### config.mk
export PLATFORM = sky130hd
export DESIGN_NAME = banked_opcode_decrypt_unit_flat
export DESIGN_NICKNAME = d
export VERILOG_FILES = /design/src/bod_pkg.sv /design/src/bod_if.sv /design/src/banked_opcode_decrypt_unit.sv /design/src/flat_wrapper.sv
export SDC_FILE = /design/constraint.sdc
export NUM_CORES = 1
export LEC_CHECK = 0
export ABC_CLOCK_PERIOD_IN_PS = 2900
export CORE_AREA = 5 5 194 196
export DETAILED_ROUTE_END_ITERATION = 8
export DIE_AREA = 0 0 199 201
export DONT_BUFFER_PORTS = 1
export PLACE_DENSITY = 0.41
export SETUP_SLACK_MARGIN = 0.5
export SLEW_MARGIN = 20
export SYNTH_ARGS = -nofsm -noshare
export SYNTH_HDL_FRONTEND = slang
export SYNTH_SLANG_ARGS = --single-unit
### constraint.sdc
create_clock -name clock -period 2.9 [get_ports clock]
set_input_delay 0 -clock clock [delete_from_list [all_inputs] [get_ports clock]]
set_output_delay 0 -clock clock [all_outputs]
set_load 0.005 [all_outputs]
### src/bod_pkg.sv
`default_nettype none
package bod_pkg;

   // field widths
   localparam int unsigned CmdWidth   = 1;
   localparam int unsigned AddrWidth  = 15;
   localparam int unsigned ByteWidth  = 8;
   localparam int unsigned BankWidth  = 2;
   localparam int unsigned CountWidth = 4;
   localparam int unsigned PermWidth  = 24;
   localparam int unsigned SelWidth   = 3;
   localparam int unsigned NumBanks   = 4;

   // register port geometry
   localparam int unsigned CsrDataWidth = 32;
   localparam int unsigned CsrAddrWidth = 5;
   localparam int unsigned CsrIdxWidth  = 3;

   typedef logic [ByteWidth-1:0]    byte_type;
   typedef logic [PermWidth-1:0]    perm_type;
   typedef logic [BankWidth-1:0]    bank_type;
   typedef logic [CountWidth-1:0]   count_type;
   typedef logic [AddrWidth-1:0]    addr_type;
   typedef logic [CsrAddrWidth-1:0] csr_addr_type;
   typedef logic [CsrDataWidth-1:0] csr_data_type;

   // item commands
   typedef enum logic [CmdWidth-1:0] {
      CMD_PORT_READ = 1'b0,
      CMD_FETCH     = 1'b1
   } cmd_type;

   // register indexes
   typedef enum logic [CsrIdxWidth-1:0] {
      REG_INVERT0 = 3'd0,
      REG_INVERT1 = 3'd1,
      REG_INVERT2 = 3'd2,
      REG_INVERT3 = 3'd3,
      REG_PERM0   = 3'd4,
      REG_PERM1   = 3'd5,
      REG_PERM2   = 3'd6,
      REG_PERM3   = 3'd7
   } reg_idx_type;

   // reset values
   localparam byte_type  InvertReset0 = 8'hFC;
   localparam byte_type  InvertReset1 = 8'hF6;
   localparam byte_type  InvertReset2 = 8'h7D;
   localparam byte_type  InvertReset3 = 8'h77;
   localparam perm_type  PermReset0   = 24'd8153173;
   localparam perm_type  PermReset1   = 24'd3946901;
   localparam perm_type  PermReset2   = 24'd6450773;
   localparam perm_type  PermReset3   = 24'd2244501;
   localparam count_type CountReset   = 4'hA;
   localparam bank_type  BankReset    = 2'd2;

   // the counter selects a bank while it sits in 8..11
   localparam logic [1:0] BankWindow = 2'b10;

   // output bit k takes the source bit named by perm[3k+2:3k]
   function automatic byte_type permute_byte(input byte_type value, input perm_type perm);
      byte_type result;
      result = '0;
      for (int k = 0; k < ByteWidth; k++) begin
         result[k] = value[perm[SelWidth*k +: SelWidth]];
      end
      return result;
   endfunction

endpackage
`default_nettype wire

### src/bod_if.sv
`default_nettype none
interface bod_req_if;
   logic                        valid;
   logic                        ready;
   logic                        cmd;
   logic [bod_pkg::AddrWidth-1:0] address;
   logic [bod_pkg::ByteWidth-1:0] raw_byte;

   modport source (output valid, output cmd, output address, output raw_byte, input ready);
   modport sink   (input valid, input cmd, input address, input raw_byte, output ready);
endinterface

interface bod_rsp_if;
   logic                          valid;
   logic                          ready;
   logic [bod_pkg::ByteWidth-1:0] data;
   logic [bod_pkg::BankWidth-1:0] bank;

   modport source (output valid, output data, output bank, input ready);
   modport sink   (input valid, input data, input bank, output ready);
endinterface
`default_nettype wire

### src/banked_opcode_decrypt_unit.sv
`default_nettype none
// A result is registered and appears in the cycle after its input beat is accepted.
// Throughput: one beat per cycle while the receiver is ready; the result register refills while it drains.
// The XOR, bank mux and bit permutation sit between the input and result register.
// Reset (synchronous, active high): counter 10, bank 2, mask and permutation
// registers take their documented defaults, result register empties.
module banked_opcode_decrypt_unit (
   input  wire                          clock,
   input  wire                          reset,
   bod_req_if.sink                      req_bus,
   bod_rsp_if.source                    rsp_bus,
   input  wire                          psel,
   input  wire                          penable,
   input  wire                          pwrite,
   input  wire [bod_pkg::CsrAddrWidth-1:0] paddr,
   input  wire [bod_pkg::CsrDataWidth-1:0] pwdata,
   output logic [bod_pkg::CsrDataWidth-1:0] prdata,
   output logic                         pready
);
   import bod_pkg::*;

   byte_type    invert_ff [NumBanks];
   perm_type    perm_ff   [NumBanks];
   count_type   count_ff, count_in;
   bank_type    bank_ff, bank_in;
   logic        valid_ff;
   byte_type    data_ff, data_in;
   bank_type    rsp_bank_ff;
   logic        accept;
   logic        csr_write;
   reg_idx_type csr_idx;

   assign pready    = 1'b1;
   assign csr_write = psel && penable && pwrite;
   assign csr_idx   = reg_idx_type'(paddr[CsrAddrWidth-1 -: CsrIdxWidth]);

   // take a beat when the result register is empty or draining
   assign req_bus.ready = !valid_ff || rsp_bus.ready;
   assign accept        = req_bus.valid && req_bus.ready;

   // step the counter on port reads, decrypt on fetches
   always_comb begin
      count_in = count_ff;
      bank_in  = bank_ff;
      data_in  = '0;
      case (cmd_type'(req_bus.cmd))
         CMD_PORT_READ: begin
            count_in = req_bus.address[0] ? count_ff - 1'b1 : count_ff + 1'b1;
            if (count_in[CountWidth-1 -: 2] == BankWindow) begin
               bank_in = count_in[BankWidth-1:0];
            end
         end
         CMD_FETCH: begin
            data_in = permute_byte(req_bus.raw_byte ^ invert_ff[bank_ff], perm_ff[bank_ff]);
         end
         default: begin
            data_in = '0;
         end
      endcase
   end

   // hold state and the result beat
   always_ff @(posedge clock) begin
      if (reset) begin
         count_ff <= CountReset;
         bank_ff  <= BankReset;
         valid_ff <= 1'b0;
      end else begin
         if (accept) begin
            count_ff <= count_in;
            bank_ff  <= bank_in;
            valid_ff <= 1'b1;
         end else if (rsp_bus.ready) begin
            valid_ff <= 1'b0;
         end
      end
      if (accept) begin
         data_ff     <= data_in;
         rsp_bank_ff <= bank_in;
      end
   end

   assign rsp_bus.valid = valid_ff;
   assign rsp_bus.data  = data_ff;
   assign rsp_bus.bank  = rsp_bank_ff;

   // write configuration registers
   always_ff @(posedge clock) begin
      if (reset) begin
         invert_ff[0] <= InvertReset0;
         invert_ff[1] <= InvertReset1;
         invert_ff[2] <= InvertReset2;
         invert_ff[3] <= InvertReset3;
         perm_ff[0]   <= PermReset0;
         perm_ff[1]   <= PermReset1;
         perm_ff[2]   <= PermReset2;
         perm_ff[3]   <= PermReset3;
      end else if (csr_write) begin
         case (csr_idx)
            REG_INVERT0: invert_ff[0] <= pwdata[ByteWidth-1:0];
            REG_INVERT1: invert_ff[1] <= pwdata[ByteWidth-1:0];
            REG_INVERT2: invert_ff[2] <= pwdata[ByteWidth-1:0];
            REG_INVERT3: invert_ff[3] <= pwdata[ByteWidth-1:0];
            REG_PERM0:   perm_ff[0]   <= pwdata[PermWidth-1:0];
            REG_PERM1:   perm_ff[1]   <= pwdata[PermWidth-1:0];
            REG_PERM2:   perm_ff[2]   <= pwdata[PermWidth-1:0];
            REG_PERM3:   perm_ff[3]   <= pwdata[PermWidth-1:0];
            default: ;
         endcase
      end
   end

   // read back configuration registers
   always_comb begin
      case (csr_idx)
         REG_INVERT0: prdata = CsrDataWidth'(invert_ff[0]);
         REG_INVERT1: prdata = CsrDataWidth'(invert_ff[1]);
         REG_INVERT2: prdata = CsrDataWidth'(invert_ff[2]);
         REG_INVERT3: prdata = CsrDataWidth'(invert_ff[3]);
         REG_PERM0:   prdata = CsrDataWidth'(perm_ff[0]);
         REG_PERM1:   prdata = CsrDataWidth'(perm_ff[1]);
         REG_PERM2:   prdata = CsrDataWidth'(perm_ff[2]);
         REG_PERM3:   prdata = CsrDataWidth'(perm_ff[3]);
         default:     prdata = '0;
      endcase
   end

endmodule
`default_nettype wire

### src/flat_wrapper.sv
// flat-port wrapper written by rule: the top's interface ports become plain ports
module banked_opcode_decrypt_unit_flat import bod_pkg::*;
  (clock, reset, psel, penable, pwrite, paddr, pwdata, prdata, pready, req_bus_valid, req_bus_cmd, req_bus_address, req_bus_raw_byte, req_bus_ready, rsp_bus_valid, rsp_bus_data, rsp_bus_bank, rsp_bus_ready);
  bod_req_if req_bus_i ();
  bod_rsp_if rsp_bus_i ();
  input  wire clock;
  input  wire reset;
  input  wire psel;
  input  wire penable;
  input  wire pwrite;
  input  wire [bod_pkg::CsrAddrWidth-1:0] paddr;
  input  wire [bod_pkg::CsrDataWidth-1:0] pwdata;
  output logic [bod_pkg::CsrDataWidth-1:0] prdata;
  output logic pready;
  input wire logic [$bits(req_bus_i.valid)-1:0] req_bus_valid;
  input wire logic [$bits(req_bus_i.cmd)-1:0] req_bus_cmd;
  input wire logic [$bits(req_bus_i.address)-1:0] req_bus_address;
  input wire logic [$bits(req_bus_i.raw_byte)-1:0] req_bus_raw_byte;
  output wire logic [$bits(req_bus_i.ready)-1:0] req_bus_ready;
  output wire logic [$bits(rsp_bus_i.valid)-1:0] rsp_bus_valid;
  output wire logic [$bits(rsp_bus_i.data)-1:0] rsp_bus_data;
  output wire logic [$bits(rsp_bus_i.bank)-1:0] rsp_bus_bank;
  input wire logic [$bits(rsp_bus_i.ready)-1:0] rsp_bus_ready;
  assign req_bus_i.valid = req_bus_valid;
  assign req_bus_i.cmd = req_bus_cmd;
  assign req_bus_i.address = req_bus_address;
  assign req_bus_i.raw_byte = req_bus_raw_byte;
  assign req_bus_ready = req_bus_i.ready;
  assign rsp_bus_valid = rsp_bus_i.valid;
  assign rsp_bus_data = rsp_bus_i.data;
  assign rsp_bus_bank = rsp_bus_i.bank;
  assign rsp_bus_i.ready = rsp_bus_ready;
  banked_opcode_decrypt_unit u_core (.clock(clock), .reset(reset), .req_bus(req_bus_i), .rsp_bus(rsp_bus_i), .psel(psel), .penable(penable), .pwrite(pwrite), .paddr(paddr), .pwdata(pwdata), .prdata(prdata), .pready(pready));
endmodule
# --- Word-level counts from Yosys, hierarchy flattened ---
# Memories as Yosys holds them, arrays and structs flattened. A register that Yosys moved wholly into a read port is not among the register bits.
# Index checks and enable logic that the tools add are counted.
# W data, S select, Z words.
op_classes:
  shift: 0
  div: 0
  n_lt_le_gt_ge: 8
  n_bitwise: 10
  eq_ne: 8
  mul: 0
  n_mux: 68
  add_sub_neg: 2
  n_reduce_logical: 8
ops:
  columns: ["cell", "count"]
  rows:
  - ["$pmux W32 S8", 1]
  - ["$mux W24", 4]
  - ["$mux W1", 44]
  - ["$lt A3 B4 Y1 const B", 8]
  - ["$mux W8", 4]
  - ["$bmux W1 S3", 8]
  - ["$eq A3 B3 Y1 const B", 4]
  - ["$mux W2", 6]
  - ["$or A1 B1 Y1", 8]
  - ["$xor A8 B8 Y8", 1]
  - ["$eq A3 B2 Y1 const B", 2]
  - ["$add A4 B1 Y4 const B", 1]
  - ["$mux W4", 1]
  - ["$sub A4 B1 Y4 const B", 1]
  - ["$eq A3 B1 Y1 const B", 1]
  - ["$logic_and A1 B1 Y1", 3]
  - ["$logic_not A3 Y1", 1]
  - ["$eq A2 B2 Y1 const B", 1]
  - ["$reduce_and A2 Y1", 1]
  - ["$reduce_bool A2 Y1", 1]
  - ["$logic_not A1 Y1", 1]
  - ["$logic_or A1 B1 Y1", 1]
  - ["$not A1 Y1", 1]
totals:
  latchBits: 0
  memories: 2
  ff_bits: 17
  elab_cells: 111
  mem_bits_rw: 128
  rom_bits: 0
  output_inout_bits: 45
memory_table:
  columns: ["name", "words", "word_bits", "rd", "rd_ports_with_merged_regs", "wr", "line", "rtl"]
  rows:
  - ["u_core.perm_ff", 4, 24, 5, 1, 4, "banked_opcode_decrypt_unit.sv:23", "perm_type perm_ff [NumBanks];"]
  - ["u_core.invert_ff", 4, 8, 5, 1, 4, "banked_opcode_decrypt_unit.sv:22", "byte_type invert_ff [NumBanks];"]

# --- Depth between registers and ports, before layout ---
logic_depth:
  ltp_word: 7
  depth_mapped: 8

# --- Least setup slack after synthesis ---
# OpenSTA, ideal clock, no wires.
synth_path:
  kind: "register to register"
  startpoint: "register with a tool-made name"
  endpoint: "register u_core.data_ff[7] (netlist: u_core.rsp_bus.data[7]) (data pin)"
  path_stages_with_launch: 7
  path_slack_ns: 0.772
  period_less_slack_ns: 2.128
  arrival_ns: 1.976
  setup_ns: 0.152
  required_ns: 2.748
  path_cell_list: "dfxtp_1 > buf_6 > mux4_2 > xor2_1 > nor2_1 > or4b_1 > o22ai_1"
synth_lines:
  columns: ["element", "line", "rtl"]
  rows:
  - ["end signal, assigned", "banked_opcode_decrypt_unit.sv:78", "data_ff <= data_in;"]
  - ["end, declared", "banked_opcode_decrypt_unit.sv:27", "byte_type data_ff, data_in;"]

==> flow_summary_export.csv <==
group,metric,value,unit
sta,hold_ws,0.02022,ns
worst_setup_path,worstPathRequired,3.16,ns
power_and_ir_drop,total_power,5527,µW
global_route,grt_max_degree,50,
clock_tree,numCtsBuffers,17,
logic_synthesis,ys_types,50,
worst_setup_path,critPathMaxFanout,8,
floorplan,io_pins,113,
logic_synthesis,ys_seq_area_frac,0.5358,
clock_tree,clk_latency,0.43,ns
route,dr.first_iter.drc_count,390,
sta,slew-limit-headroom,0.4512,
placement,io_buffers,0,
global_route,use_met2,0.2302,
status,status,"completed",
power_and_ir_drop,comb_power_share,0.152,
global_route,grt_pass1_wl,39320,µm
clock_tree,cts.sink_count,147,
run,drv_cap,0,
global_route,grt_busiest_layer,"met2",
sta,finalHoldViolations,0,
logic_synthesis,ys_warn_count,0,
route,vias,5679,
route,wl_per_cell,21.75,µm
clock_tree,tritoncts,"yes",
placement,pre_cts_slack,0.4577,ns
placement,dpl.hpwl,17790,µm
global_route,antenna_found_initial,3,
worst_setup_path,cp.arrival,2.56,ns
sta,fmax,0.4338,GHz
final_layout,final_cell_mix,"138 x edfxtp_1, 54 x nand2_1, 46 x and3_1",
floorplan,die_x,199,µm
power_and_ir_drop,p_seq_frac,0.458,
worst_hold_path,hold_class,"in -> reg",
sta,timing.final.ws_setup,0.5948,ns
logic_synthesis,synth_area,0.008070,mm²
sta,rsz0062_at_grt,"no",
route,drt_wl_total,26270,µm
logic_synthesis,async_reset_ff_frac,0,
sta,fin_crit,2.305,ns
power_and_ir_drop,vdd_drop_max,0.3192,mV
sta,finalSetupViolations,0,
floorplan,coreArea,0.03591,mm²
clock_tree,h-tree-depth,4,
sta,clock_skew,0.006553,ns
placement,gp_congestion,0.7709,
route,antenna_left,0,
final_layout,area_growth,20.16,%
global_route,grt_pass1_vias,5881,
sta,worstMarginPinSlew,0.8232,ns
worst_setup_path,cp-end-kind,"flop",
power_and_ir_drop,switching_share,0.2865,
route,vias_per_cell,4.701,
global_route,grt_overflow,0,
power_and_ir_drop,p_leak,0.003454,µW
logic_synthesis,syn_inst,689,
logic_synthesis,synth-edff-count,138,
worst_setup_path,start_kind,"flop",
global_route,met1_usage,0.1664,
global_route,grtUsageTotal,0.1322,
sta,timing.setup.tns,0,ns
floorplan,start_util,0.2247,
clock_tree,path_clk_slew,0.07,ns
logic_synthesis,ys.flop_type,"edfxtp_1",
sta,slew_viol_final,0,
power_and_ir_drop,power.density,570.0,mW/mm²
sta,fin_crit_sh,0.7949,
floorplan,die_y,201,µm
final_layout,drive_gt1_frac,0.1773,
logic_synthesis,ys_ff_latch,147,
global_route,grtUsageMet3,0.02434,
worst_setup_path,crit_type,"reg -> reg",
power_and_ir_drop,p_int,3944,µW
power_and_ir_drop,p_switching,1583,µW
route,drc_errors,0,
clock_tree,root_buffer,"clkbuf_16",
final_layout,final_nets,797,
route,firstDrtPassIters,5,
clock_tree,cts_buffer_depth,2,
floorplan,die_area,0.04000,mm²
logic_synthesis,avgSynthCellArea,11.71,µm²
final_layout,final_common_cell,"edfxtp_1",
power_and_ir_drop,clockPowerShare,0.390,
floorplan,rows,70,
==> cells by family after synthesis <==
kind of cell,count (synthesis),share of synthesized area
other cells,2,0.0009306
xor+xnor,12,0.01566
simple gates,285,0.1862
mux,52,0.1158
compound gates,105,0.09085
buf+inv,83,0.04915
flops,147,0.5358
fa+ha+maj,3,0.005581
==> timing repair <==
action                                  CTS  global route
buffers inserted                          0             1
resized for setup                         4             6
pin swaps                                 0             0
gates cloned                              1             0
endpoints found under the hold margin   156             0
hold buffers                             38             0
endpoints found under the setup margin    5             7
==> sequential cells by signal, indices dropped and copies added (netlist names), named ones only <==
signal	count
u_core.bank_ff	2
u_core.count_ff	4
u_core.invert_ff	32
u_core.perm_ff	96
u_core.rsp_bus.bank	2
u_core.rsp_bus.data	8
u_core.rsp_bus.valid	1
==> critical path, cell delays in order (launching register included) <==
cell,delay (ns)
dfxtp_4,0.41
buf_8,0.15
mux4_2,0.50
xor2_1,0.14
buf_4,0.19
nor2_1,0.06
or4b_1,0.47
o22ai_1,0.22
==> path summary, 6_finish.rpt <==
| check | end | depth (start not counted) | start | slack (ns) |
|---|---|---|---|---|
| worst max-delay path | u_core.rsp_bus.data[1]$_SDFFCE_PN0P_ | 7 | flop | 0.59 |
| worst min-delay path | u_core.invert_ff[0][0]$_SDFFCE_PN0P_ | 2 | pwrite | 0.02 |
| worst max register to register | u_core.rsp_bus.data[1]$_SDFFCE_PN0P_ | 7 | flop | 0.59 |
| worst min register to register | u_core.count_ff[1]$_SDFFE_PP1P_ | 1 | u_core.count_ff[1]$_SDFFE_PP1P_ | 0.50 |
==> metrics by stage <==
step                        util  instance area (µm²)  cells
after detailed placement  0.2409                 8651   1135
after global placement    0.2409                 8651   1135
after global routing      0.2700                 9697   1208
after CTS                 0.2688                 9653   1206
after floorplan                -                 8097    696
final                     0.2700                 9697   1208
==> area by class of cell <==
type | instances | area, µm²
Clock buffer | 17 | 425.4
Multi-Input combinational cell | 466 | 3432
Antenna cell | 1 | 2.502
Sequential cell | 147 | 4328
Inverter | 25 | 101.3
Tap cell | 468 | 585.6
Fill cell | 3653 | 26210
Clock inverter | 15 | 140.1
Timing Repair Buffer | 69 | 681.9
==> metal layers <==
layer	vias up	routed length, µm
met5	-	25
met4	4	489
met3	29	834
met2	125	13470
met1	2838	11450
li1	2683	-
==> cells in the mapped netlist (2+ instances only) <==
master    count  area, µm²
edfxtp_1    138       4144
nand2_1      54      202.7
nor2_1       48      180.2
and3_1       46      287.8
clkbuf_1     38      142.6
a22oi_1      33      247.7
mux4_2       33      743.2
nand2b_1     29      181.4
nand3_1      26      130.1
or3_1        26      162.7
a21oi_1      20      100.1
inv_1        19      71.32
mux2i_1      18      180.2
nor3_1       17      85.08
or2_2        14      87.58
nand4_1      11      68.82
a221oi_1      9      78.83
buf_4         9      67.56
dfxtp_1       9      180.2
o21ai_0       9      45.04
xnor2_1       9      78.83
a22o_1        7      61.31
o22ai_1       7      43.79
or4b_1        7      70.07
a21o_1        6      45.04
clkinv_2      6      30.03
nor2b_1       6      37.54
buf_2         4      20.02
buf_1         3      11.26
buf_6         3      33.78
o21a_1        3      22.52
a31o_2        2      17.52
conb_1        2      7.510
ha_1          2      25.02
==> power groups by stage <==
stage	sequential (µW)	clock (µW)	combinational (µW)
finish	2530	2150	840
global route	2550	2300	923
floorplan	2550	0	549
CTS	2530	2210	846
detailed placement	2580	0	764
global placement	2580	0	759
(Power assumes the default switching activity.)
